**src/sv/utc_timestamp_to_epoch_nanoseconds_defines.svh**
```systemverilog
// Assertion macros shared by the timestamp converter.
`ifndef UTC_TIMESTAMP_TO_EPOCH_NANOSECONDS_DEFINES_SVH
`define UTC_TIMESTAMP_TO_EPOCH_NANOSECONDS_DEFINES_SVH

// Same-cycle implication, sampled on clk, off while rst_n is low.
`define UTCTS_ASSERT_IMP(lbl, ante, cons, msg) \
  lbl: assert property (@(posedge clk) disable iff (!rst_n) (ante) |-> (cons)) \
    else $error(msg);

// Next-cycle implication, sampled on clk, off while rst_n is low.
`define UTCTS_ASSERT_NXT(lbl, ante, cons, msg) \
  lbl: assert property (@(posedge clk) disable iff (!rst_n) (ante) |=> (cons)) \
    else $error(msg);

`endif

```
**src/sv/utcts_pkg.sv**
```systemverilog
// Types, constants and tables of the timestamp converter.
package utcts_pkg;

  localparam int MAX_LENGTH_DEF = 30;

  localparam int POS_W    = 6;
  localparam int YEAR_W   = 14;
  localparam int FIELD_W  = 7;
  localparam int FRAC_W   = 30;
  localparam int OP_A_W   = 33;
  localparam int OP_B_W   = 32;
  localparam int PROD_W   = OP_A_W + OP_A_W;
  localparam int ACC_W    = 72;
  localparam int SECS_W   = 40;
  localparam int QUOT_W   = 8;

  localparam logic [POS_W-1:0] POS_MAX = '1;

  localparam logic [7:0] CH_0     = 8'h30;
  localparam logic [7:0] CH_9     = 8'h39;
  localparam logic [7:0] CH_DASH  = 8'h2D;
  localparam logic [7:0] CH_T     = 8'h54;
  localparam logic [7:0] CH_COLON = 8'h3A;
  localparam logic [7:0] CH_DOT   = 8'h2E;
  localparam logic [7:0] CH_Z     = 8'h5A;

  localparam logic [OP_B_W-1:0] K_DIV100      = 32'd5243;
  localparam int                DIV100_SHIFT  = 19;
  localparam logic [OP_B_W-1:0] K_HUNDRED     = 32'd100;
  localparam logic [OP_B_W-1:0] SEC_PER_YEAR  = 32'd31536000;
  localparam logic [OP_B_W-1:0] SEC_PER_DAY   = 32'd86400;
  localparam logic [OP_B_W-1:0] SEC_PER_HOUR  = 32'd3600;
  localparam logic [OP_B_W-1:0] SEC_PER_MIN   = 32'd60;
  localparam logic [OP_B_W-1:0] K_ONE         = 32'd1;
  localparam logic [OP_B_W-1:0] NS_PER_S      = 32'd1000000000;
  localparam logic signed [OP_A_W-1:0] EPOCH_OFS = -33'sd719469;

  typedef logic [3:0] step_t;
  localparam step_t STEP_DIV   = 4'd0;
  localparam step_t STEP_REM   = 4'd1;
  localparam step_t STEP_YEAR  = 4'd2;
  localparam step_t STEP_LEAP4 = 4'd3;
  localparam step_t STEP_CENT  = 4'd4;
  localparam step_t STEP_QUAD  = 4'd5;
  localparam step_t STEP_DOY   = 4'd6;
  localparam step_t STEP_DAY   = 4'd7;
  localparam step_t STEP_EPOCH = 4'd8;
  localparam step_t STEP_HOUR  = 4'd9;
  localparam step_t STEP_MIN   = 4'd10;
  localparam step_t STEP_SEC   = 4'd11;
  localparam step_t STEP_FRAC  = 4'd12;
  localparam step_t STEP_NS_LO = 4'd13;
  localparam step_t STEP_NS_HI = 4'd14;
  localparam step_t STEP_LAST  = STEP_NS_HI;

  typedef struct packed {
    logic [7:0] character;
    logic       last;
  } in_word_t;

  typedef struct packed {
    logic               status;
    logic signed [63:0] timestamp_ns;
  } out_word_t;

  typedef struct packed {
    logic [POS_W-1:0]   position;
    logic [YEAR_W-1:0]  year;
    logic [FIELD_W-1:0] month;
    logic [FIELD_W-1:0] day;
    logic [FIELD_W-1:0] hour;
    logic [FIELD_W-1:0] minute;
    logic [FIELD_W-1:0] second;
    logic [FRAC_W-1:0]  fraction;
    logic               format_bad;
  } scan_t;

  typedef struct packed {
    logic mul_en;
    logic acc_clr;
    logic acc_en;
    logic hi_shift;
  } mac_ctrl_t;

  function automatic logic [8:0] day_of_year_base(logic [FIELD_W-1:0] month);
    logic [8:0] r;
    unique case (month)
      7'd1:    r = 9'd306;
      7'd2:    r = 9'd337;
      7'd3:    r = 9'd0;
      7'd4:    r = 9'd31;
      7'd5:    r = 9'd61;
      7'd6:    r = 9'd92;
      7'd7:    r = 9'd122;
      7'd8:    r = 9'd153;
      7'd9:    r = 9'd184;
      7'd10:   r = 9'd214;
      7'd11:   r = 9'd245;
      7'd12:   r = 9'd275;
      default: r = 9'd0;
    endcase
    return r;
  endfunction

  function automatic logic [4:0] month_days(logic [FIELD_W-1:0] month, logic leap);
    logic [4:0] r;
    unique case (month)
      7'd2:                          r = leap ? 5'd29 : 5'd28;
      7'd4, 7'd6, 7'd9, 7'd11:       r = 5'd30;
      7'd1, 7'd3, 7'd5, 7'd7, 7'd8,
      7'd10, 7'd12:                  r = 5'd31;
      default:                       r = 5'd0;
    endcase
    return r;
  endfunction

  function automatic logic [OP_B_W-1:0] frac_scale(logic [POS_W-1:0] pos);
    logic [OP_B_W-1:0] r;
    unique case (pos)
      6'd21:   r = 32'd100000000;
      6'd22:   r = 32'd10000000;
      6'd23:   r = 32'd1000000;
      6'd24:   r = 32'd100000;
      6'd25:   r = 32'd10000;
      6'd26:   r = 32'd1000;
      6'd27:   r = 32'd100;
      6'd28:   r = 32'd10;
      6'd29:   r = 32'd1;
      default: r = 32'd0;
    endcase
    return r;
  endfunction

endpackage

```
**src/sv/utcts_scan.sv**
```systemverilog
// Character scanner: field positions, separator checks and digit accumulators.
module utcts_scan #(
  parameter int MAX_LENGTH = utcts_pkg::MAX_LENGTH_DEF
) (
  input  logic             clk,
  input  logic             rst_n,
  input  logic             advance,
  input  logic [7:0]       character,
  input  logic             clear,
  output utcts_pkg::scan_t scan
);
  import utcts_pkg::*;

  scan_t scan_r;
  scan_t scan_nxt;
  logic       is_digit;
  logic [3:0] digit;

  function automatic logic [FRAC_W-1:0] acc10(logic [FRAC_W-1:0] a, logic [3:0] d);
    return FRAC_W'(a * FRAC_W'(10) + FRAC_W'(d));
  endfunction

  assign is_digit = (character >= CH_0) && (character <= CH_9);
  assign digit    = 4'(character - CH_0);

  always_comb begin
    scan_nxt = scan_r;
    if (clear) begin
      scan_nxt = '0;
    end else if (advance) begin
      priority if (scan_r.position <= 6'd3) begin
        if (is_digit) scan_nxt.year = YEAR_W'(acc10(FRAC_W'(scan_r.year), digit));
        else scan_nxt.format_bad = 1'b1;
      end else if (scan_r.position == 6'd4 || scan_r.position == 6'd7) begin
        if (character != CH_DASH) scan_nxt.format_bad = 1'b1;
      end else if (scan_r.position == 6'd5 || scan_r.position == 6'd6) begin
        if (is_digit) scan_nxt.month = FIELD_W'(acc10(FRAC_W'(scan_r.month), digit));
        else scan_nxt.format_bad = 1'b1;
      end else if (scan_r.position == 6'd8 || scan_r.position == 6'd9) begin
        if (is_digit) scan_nxt.day = FIELD_W'(acc10(FRAC_W'(scan_r.day), digit));
        else scan_nxt.format_bad = 1'b1;
      end else if (scan_r.position == 6'd10) begin
        if (character != CH_T) scan_nxt.format_bad = 1'b1;
      end else if (scan_r.position == 6'd11 || scan_r.position == 6'd12) begin
        if (is_digit) scan_nxt.hour = FIELD_W'(acc10(FRAC_W'(scan_r.hour), digit));
        else scan_nxt.format_bad = 1'b1;
      end else if (scan_r.position == 6'd13 || scan_r.position == 6'd16) begin
        if (character != CH_COLON) scan_nxt.format_bad = 1'b1;
      end else if (scan_r.position == 6'd14 || scan_r.position == 6'd15) begin
        if (is_digit) scan_nxt.minute = FIELD_W'(acc10(FRAC_W'(scan_r.minute), digit));
        else scan_nxt.format_bad = 1'b1;
      end else if (scan_r.position == 6'd17 || scan_r.position == 6'd18) begin
        if (is_digit) scan_nxt.second = FIELD_W'(acc10(FRAC_W'(scan_r.second), digit));
        else scan_nxt.format_bad = 1'b1;
      end else if (scan_r.position == 6'd19) begin
        if (character != CH_DOT) scan_nxt.format_bad = 1'b1;
      end else if (scan_r.position >= POS_W'(MAX_LENGTH - 1) || scan_r.position > 6'd28)
      begin
        scan_nxt.format_bad = 1'b1;
      end else begin
        if (is_digit) scan_nxt.fraction = acc10(scan_r.fraction, digit);
        else scan_nxt.format_bad = 1'b1;
      end
      if (scan_r.position != POS_MAX) scan_nxt.position = scan_r.position + 6'd1;
    end
  end

  always_ff @(posedge clk) begin
    if (!rst_n) begin
      scan_r <= '0;
    end else begin
      scan_r <= scan_nxt;
    end
  end

  assign scan = scan_r;

endmodule

```
**src/sv/utcts_mac.sv**
```systemverilog
// Shared multiply-accumulate unit: registered 33x33 product into a wide accumulator.
module utcts_mac (
  input  logic                                     clk,
  input  utcts_pkg::mac_ctrl_t                     ctrl,
  input  logic signed [utcts_pkg::OP_A_W-1:0]      op_a,
  input  logic        [utcts_pkg::OP_B_W-1:0]      op_b,
  output logic signed [utcts_pkg::PROD_W-1:0]      prod,
  output logic signed [utcts_pkg::ACC_W-1:0]       acc
);
  import utcts_pkg::*;

  logic signed [PROD_W-1:0] prod_r;
  logic signed [ACC_W-1:0]  acc_r;
  logic signed [OP_A_W-1:0] op_b_s;
  logic signed [ACC_W-1:0]  addend;

  assign op_b_s = $signed({1'b0, op_b});
  assign addend = ctrl.hi_shift ? {prod_r[ACC_W-33:0], 32'd0}
                                : {{(ACC_W-PROD_W){prod_r[PROD_W-1]}}, prod_r};

  always_ff @(posedge clk) begin
    if (ctrl.mul_en) prod_r <= op_a * op_b_s;
    if (ctrl.acc_clr) acc_r <= '0;
    else if (ctrl.acc_en) acc_r <= acc_r + addend;
  end

  assign prod = prod_r;
  assign acc  = acc_r;

endmodule

```
**src/sv/utc_timestamp_to_epoch_nanoseconds.sv**
```systemverilog
// Top level of the UTC timestamp to Unix nanoseconds converter.
// Takes YYYY-MM-DDTHH:MM:SS[.f{1..9}]Z one character per word, with last set on
// the final 'Z'. A character that is not last is taken while the converter is
// idle and gives no result. The last character starts a 15-step sequence on one
// shared 33x33 multiply-accumulate unit, each step a multiply state and then an
// accumulate state; the input is not ready until the sequence has finished and
// its result has gone into the output register, which waits while a held result
// is not yet taken. A bad format, a date that does not exist, an out of range
// time or a value that does not fit 64 signed bits gives status 1 with timestamp
// 0. The result waits in an output register, so the next string may start while
// it is still held.
`include "utc_timestamp_to_epoch_nanoseconds_defines.svh"

module utc_timestamp_to_epoch_nanoseconds #(
  parameter int MAX_LENGTH = utcts_pkg::MAX_LENGTH_DEF
) (
  input  logic                 clk,
  input  logic                 rst_n,
  input  logic                 in_valid,
  output logic                 in_ready,
  input  utcts_pkg::in_word_t  in_word,
  output logic                 out_valid,
  input  logic                 out_ready,
  output utcts_pkg::out_word_t out_word
);
  import utcts_pkg::*;

  typedef enum logic [3:0] {
    ST_IDLE = 4'b0001,
    ST_MUL  = 4'b0010,
    ST_ACC  = 4'b0100,
    ST_DONE = 4'b1000
  } state_t;

  state_t    state_r, state_nxt;
  step_t     step_r, step_nxt;
  logic [QUOT_W-1:0] q_r;
  logic      rem0_r;
  logic      fmt_ok_r;
  logic [SECS_W-1:0] secs_r;
  logic      out_valid_r;
  out_word_t out_word_r;

  scan_t     scan;
  mac_ctrl_t mac_ctrl;
  logic signed [OP_A_W-1:0] op_a;
  logic        [OP_B_W-1:0] op_b;
  logic signed [PROD_W-1:0] prod;
  logic signed [ACC_W-1:0]  acc;

  logic in_fire, done_fire, out_free, fmt_ok;
  logic early, leap, date_ok, time_ok, fits, ok;
  logic signed [YEAR_W:0]   yy;
  logic signed [QUOT_W:0]   cent;
  logic [4:0] mdays;

  assign in_ready  = (state_r == ST_IDLE);
  assign in_fire   = in_valid && in_ready;
  assign out_free  = !out_valid_r || out_ready;
  assign done_fire = (state_r == ST_DONE) && out_free;

  utcts_scan #(.MAX_LENGTH(MAX_LENGTH)) u_scan (
    .clk       (clk),
    .rst_n     (rst_n),
    .advance   (in_fire && !in_word.last),
    .character (in_word.character),
    .clear     (done_fire),
    .scan      (scan)
  );

  utcts_mac u_mac (
    .clk  (clk),
    .ctrl (mac_ctrl),
    .op_a (op_a),
    .op_b (op_b),
    .prod (prod),
    .acc  (acc)
  );

  assign fmt_ok = !scan.format_bad && (in_word.character == CH_Z) &&
                  (scan.position != POS_MAX) &&
                  ((scan.position == 6'd19) ||
                   (scan.position >= 6'd21 && scan.position <= POS_W'(MAX_LENGTH - 1)));

  assign early = (scan.month <= 7'd2);
  assign yy    = $signed({1'b0, scan.year}) - $signed({{YEAR_W{1'b0}}, early});
  assign cent  = $signed({1'b0, q_r}) - $signed({{QUOT_W{1'b0}}, early && rem0_r});

  always_comb begin
    op_a = '0;
    op_b = '0;
    unique case (step_r)
      STEP_DIV:   begin op_a = {19'd0, scan.year};  op_b = K_DIV100;     end
      STEP_REM:   begin op_a = {25'd0, q_r};        op_b = K_HUNDRED;    end
      STEP_YEAR:  begin op_a = {{18{yy[YEAR_W]}}, yy}; op_b = SEC_PER_YEAR; end
      STEP_LEAP4: begin
        op_a = {{18{yy[YEAR_W]}}, yy} >>> 2;
        op_b = SEC_PER_DAY;
      end
      STEP_CENT:  begin
        op_a = 33'sd0 - {{24{cent[QUOT_W]}}, cent};
        op_b = SEC_PER_DAY;
      end
      STEP_QUAD:  begin
        op_a = {{24{cent[QUOT_W]}}, cent} >>> 2;
        op_b = SEC_PER_DAY;
      end
      STEP_DOY:   begin op_a = {24'd0, day_of_year_base(scan.month)}; op_b = SEC_PER_DAY; end
      STEP_DAY:   begin op_a = {26'd0, scan.day};    op_b = SEC_PER_DAY;  end
      STEP_EPOCH: begin op_a = EPOCH_OFS;            op_b = SEC_PER_DAY;  end
      STEP_HOUR:  begin op_a = {26'd0, scan.hour};   op_b = SEC_PER_HOUR; end
      STEP_MIN:   begin op_a = {26'd0, scan.minute}; op_b = SEC_PER_MIN;  end
      STEP_SEC:   begin op_a = {26'd0, scan.second}; op_b = K_ONE;        end
      STEP_FRAC:  begin
        op_a = {3'd0, scan.fraction};
        op_b = frac_scale(scan.position);
      end
      STEP_NS_LO: begin op_a = {1'b0, secs_r[31:0]}; op_b = NS_PER_S; end
      STEP_NS_HI: begin
        op_a = {{25{secs_r[SECS_W-1]}}, secs_r[SECS_W-1:32]};
        op_b = NS_PER_S;
      end
      default:    begin op_a = '0; op_b = '0; end
    endcase
  end

  always_comb begin
    mac_ctrl.mul_en   = (state_r == ST_MUL);
    mac_ctrl.acc_clr  = (state_r == ST_MUL) &&
                        (step_r == STEP_YEAR || step_r == STEP_FRAC);
    mac_ctrl.acc_en   = (state_r == ST_ACC) && (step_r >= STEP_YEAR);
    mac_ctrl.hi_shift = (step_r == STEP_NS_HI);
  end

  always_comb begin
    state_nxt = state_r;
    step_nxt  = step_r;
    unique case (state_r)
      ST_IDLE: begin
        if (in_fire && in_word.last) begin
          state_nxt = ST_MUL;
          step_nxt  = STEP_DIV;
        end
      end
      ST_MUL:  state_nxt = ST_ACC;
      ST_ACC: begin
        if (step_r == STEP_LAST) begin
          state_nxt = ST_DONE;
        end else begin
          state_nxt = ST_MUL;
          step_nxt  = step_r + 4'd1;
        end
      end
      ST_DONE: begin
        if (out_free) state_nxt = ST_IDLE;
      end
      default: state_nxt = ST_IDLE;
    endcase
  end

  assign leap    = ((scan.year[1:0] == 2'd0) && !rem0_r) || (rem0_r && (q_r[1:0] == 2'd0));
  assign mdays   = month_days(scan.month, leap);
  assign date_ok = (scan.year != '0) && (scan.month >= 7'd1) && (scan.month <= 7'd12) &&
                   (scan.day >= 7'd1) && (scan.day <= {2'd0, mdays});
  assign time_ok = (scan.hour <= 7'd23) && (scan.minute <= 7'd59) && (scan.second <= 7'd59);
  assign fits    = (&acc[ACC_W-1:63]) || !(|acc[ACC_W-1:63]);
  assign ok      = fmt_ok_r && date_ok && time_ok && fits;

  always_ff @(posedge clk) begin
    if (!rst_n) begin
      state_r     <= ST_IDLE;
      step_r      <= STEP_DIV;
      out_valid_r <= 1'b0;
    end else begin
      state_r <= state_nxt;
      step_r  <= step_nxt;
      if (done_fire) out_valid_r <= 1'b1;
      else if (out_ready) out_valid_r <= 1'b0;
    end
  end

  always_ff @(posedge clk) begin
    if (in_fire && in_word.last) fmt_ok_r <= fmt_ok;
    if (state_r == ST_ACC && step_r == STEP_DIV) q_r <= prod[DIV100_SHIFT +: QUOT_W];
    if (state_r == ST_ACC && step_r == STEP_REM) rem0_r <= (prod[YEAR_W-1:0] == scan.year);
    if (state_r == ST_MUL && step_r == STEP_FRAC) secs_r <= acc[SECS_W-1:0];
    if (done_fire) begin
      out_word_r.status       <= !ok;
      out_word_r.timestamp_ns <= ok ? acc[63:0] : 64'sd0;
    end
  end

  assign out_valid = out_valid_r;
  assign out_word  = out_word_r;

  `UTCTS_ASSERT_NXT(a_done_loads, state_r == ST_DONE && !out_valid_r, out_valid_r, "no load")
  `UTCTS_ASSERT_IMP(a_bad_zero, out_valid_r && out_word_r.status, out_word_r.timestamp_ns == '0, "bad ts")
  `UTCTS_ASSERT_NXT(a_last_starts, in_fire && in_word.last, state_r == ST_MUL, "no start")
  `UTCTS_ASSERT_IMP(a_acc_after_mul, state_r == ST_ACC, $past(state_r) == ST_MUL, "acc without mul")

endmodule
```
**config.mk**
```make
export PLATFORM = sky130hd
export DESIGN_NAME = utc_timestamp_to_epoch_nanoseconds
export DESIGN_NICKNAME = d
export VERILOG_FILES = /design/src/sv/utcts_pkg.sv /design/src/sv/utcts_scan.sv /design/src/sv/utcts_mac.sv /design/src/sv/utc_timestamp_to_epoch_nanoseconds.sv
export VERILOG_INCLUDE_DIRS = /design/src /design/src/sv
export SDC_FILE = /design/constraint.sdc
export NUM_CORES = 2
export LEC_CHECK = 0
export BUFFER_PORTS_ARGS = -buffer_cell sky130_fd_sc_hd__buf_4
export CORE_ASPECT_RATIO = 1.2
export CORE_MARGIN = 2
export CORE_UTILIZATION = 45
export DETAILED_ROUTE_END_ITERATION = 6
export SLEW_MARGIN = 25
export SYNTH_ARGS = -nofsm -noshare
export SYNTH_HDL_FRONTEND = slang
export SYNTH_SLANG_ARGS = --single-unit
```
**constraint.sdc**
```tcl
create_clock -name clk -period 14.5 [get_ports clk]
set_input_delay 0.725 -clock clk [delete_from_list [all_inputs] [get_ports clk]]
set_output_delay 0.725 -clock clk [all_outputs]
set_load 0.02 [all_outputs]
```
==> metrics.csv <==
metric;value;unit
status;finished, violations left;
failing checks;DRC;
IO Pins;80;
Reg-to-Reg End;u_mac.prod[65]$_DFFE_PN_;
Reg clk slew, reported paths;60;ps
worst slew pin tran;1160;ps
area share of the largest cell type after synthesis;34.6;%
Synth cell types;109;
die height;401;um
Max VDD drop;0.0791;mV
Worst-Skew Late Latency;620;ps
leading register cell type out of synthesis;dfxtp_1;
CP Class;flop to flop;
r2r setup slk;1620;ps
Post-synth EDFFs;181;
Root Driver;clkbuf_16;
Area growth syn-to-layout;6.94;%
Bufs on Longest Clock Path;3;
area leader, netlist;fa_1;
Worst setup SP type;flop;
first-pass GRT wire length;295000;um
CP max stage delay;670;ps
initial core utilization;45.3;%
number of global-route vias before repair;48400;
Nets;7936;
GR Util All Layers;29.1;%
unrepaired setup endpoints after global routing;false;
area of the mapped netlist;59000;um^2
Power Density;40.7;nW/um^2
via count;46900;
R2R depth;36;
Async S/R FF share, synth;0;%
Worst slew margin;22.6;%
YS warnings;0;
worst hold path startpoint;rst_n;
CP max stage cell;fa_1;
fmax;77.6;MHz
Gates resized, CTS repair;0;
Final min period;12880;ps
Die Area;134000;um^2
xor/xnor share of the synthesized area;4.23;%
Critical R2R Launch;u_scan.scan[64]$_SDFFE_PP0P_;
Simple-Gate Fraction of Synth Area;15.9;%
H-tree Lvls;2;
DRC;1;
1st-iter DRT viols;3720;
FF/Latch Area;9360;um^2
mux contribution to synthesized area;0.740;%
worst path required time;14860;ps
CTS Hold Buffers Added;0;
worst min path class;primary input to flop;
post-DP HPWL;158000;um
Worst path most repeated cell;fa_1;
grt ovf;0;
TritonCTS clock tree;yes;
TritonCTS Buffers;45;
Worst Path Max Fanout;19;
Synth Register Bits;377;
Post-Route Utilization;48.5;%
Site Rows;145;
Max-Cap Viols;0;
Adder-Cell Fraction of Synth Area;43.7;%
Post-Synthesis Cells;6550;
proportion of layout cells with a drive suffix above 1;5.98;%
Setup crit end kind;flop;
largest net degree at the start of global routing;84;
Worst path top cell family by delay;adder cells;
Hold Crit Endpoint;state_r[0]$_SDFFE_PN1P_;
synthesized net count;8013;
routed len/inst;23.7;um
DRT antenna net count;0;
Pleak;30.6;nW
WP data arrival;13240;ps
Fin. Hold Viols;0;
final period utilization;88.8;%
Via density;5.72;
compound-cell area share of the yosys netlist;10.8;%
Detailed Route WL;194000;um
Multi-input gate area;44800;um^2
Post-CTS Setup Bufs;0;
Min-Delay Path Depth;2;
mean post-synth cell area;9.01;um^2
GPL Wtd Cong;0.960;
Final Max Slew Viols;0;
filler cell count;12500;
top post-synthesis cells by area;fa_1 35%, edfxtp_1 9.2%, ha_1 9.1%;
Worst Path Buf+Inv;6;
clock skew;31.9;ps
Seq/Total Area, Yosys;15.9;%
# setup viols final;0;
number of port buffers;79;
Core Box Area;130000;um^2
initial antenna violation count;7;
Pre-antenna DRT Iters;7;
Num Clock Sinks;377;
chip width;335;um
largest family of logic cells by synthesized area;adder cells;
setup_tns;0;ps
[area by class of cell]
class	instances	area share, %
clock inverter	26	0.440
timing repair buffer	179	2.15
multi-input combinational	4808	70.9
antenna	2	0.00793
tap	1690	3.35
clock buffer	57	1.97
sequential	377	14.8
inverter	1062	6.32
[worst reg2reg max path, delay by kind of cell, from the launching register on]
family                   cells  cell delay, ps
adder cells (fa/ha/maj)     11            5210
AO/OA/AOI/OAI                9            3460
AND/OR/NAND/NOR             10            2900
buffers and inverters        6             760
flip-flops                   1             330
[metal layers]
metal	vias to the layer above	wire length [um]	GRT usage (%)
met1	23700	74800	36.7
met5	-	28	0
met4	4	11300	14.3
met2	1889	93400	48.7
met3	493	14400	4.60
li1	20800	-	-
[metrics by stage]
| stage | hold slack (ps) | total power [mW] | setup slack [ps] | instance area [um^2] | instances |
|---|---|---|---|---|---|
| after floorplan | 438 | 1.30 | 3880 | 59000 | 6550 |
| after global placement | 460 | 1.40 | 2000 | 61500 | 8111 |
| after detailed placement | 470 | 1.40 | 1860 | 61600 | 8116 |
| after CTS | 329 | 2.58 | 1790 | 63100 | 8199 |
| after global routing | 366 | 2.65 | 1110 | 63100 | 8199 |
| final | 362 | 2.57 | 1620 | 63100 | 8201 |
[registers in the layout, indices dropped and copies added, names as in the netlist, named ones only]
register	flops
step_r	4
q_r	8
state_r	4
out_valid	1
rem0_r	1
u_scan.scan	86
fmt_ok_r	1
secs_r	40
out_word	65
u_mac.prod	66
u_mac.acc	72
[synth_stat cells, drive strengths merged, types with 20 or more instances]
master	instances
inv	1061
fa	1021
nor2	803
nand2	710
ha	429
a21oi	292
clkbuf	251
dfxtp	196
xnor2	188
o21ai	187
edfxtp	181
and2	134
a21o	109
xor2	92
nand3	71
a211oi	58
nand4	58
nor3	55
buf	52
nor2b	41
mux2i	38
o21bai	37
and3	34
nand2b	34
a221oi	29
nor4	28
o21a	27
a31oi	25
a221o	24
or2	23
or3	20
[cells by family after synthesis]
logic type,Yosys count
flip-flops,377
AND/OR/NAND/NOR,2080
buffers and inverters,1365
AO/OA/AOI/OAI,956
multiplexers,41
adder cells (fa/ha/maj),1450
XOR/XNOR,281
[where the power goes]
group	switching, mW	internal [mW]
Clock	0.499	0.685
Combinational	0.178	0.0840
Sequential	0.00576	1.11
[layout by cell type, fill, tap and decap left out, drive strengths merged, types with 71 or more instances in the layout]
cell type,netlist,routed
inv,1061,1066
fa,1021,1021
nor2,803,803
nand2,710,710
ha,429,429
a21oi,292,292
dfxtp,196,196
xnor2,188,188
o21ai,187,187
edfxtp,181,181
buf,52,179
and2,134,134
a21o,109,109
xor2,92,92
nand3,71,71
[worst max-delay path by stage]
stage,startpoint,to,slack [ps],cells past startpoint
final,u_scan.scan[64]$_SDFFE_PP0P_,u_mac.prod[65]$_DFFE_PN_,1620,36
after global routing,u_scan.scan[64]$_SDFFE_PP0P_,u_mac.prod[65]$_DFFE_PN_,1110,36
after detailed placement,u_scan.scan[65]$_SDFFE_PP0P_,u_mac.prod[65]$_DFFE_PN_,1860,36
after global placement,u_scan.scan[65]$_SDFFE_PP0P_,u_mac.prod[65]$_DFFE_PN_,2000,36
after floorplan,u_scan.scan[65]$_SDFFE_PP0P_,u_mac.prod[65]$_DFFE_PN_,3880,42
after CTS,u_scan.scan[65]$_SDFFE_PP0P_,u_mac.prod[65]$_DFFE_PN_,1790,36
Power figures use the tool's default switching activity.
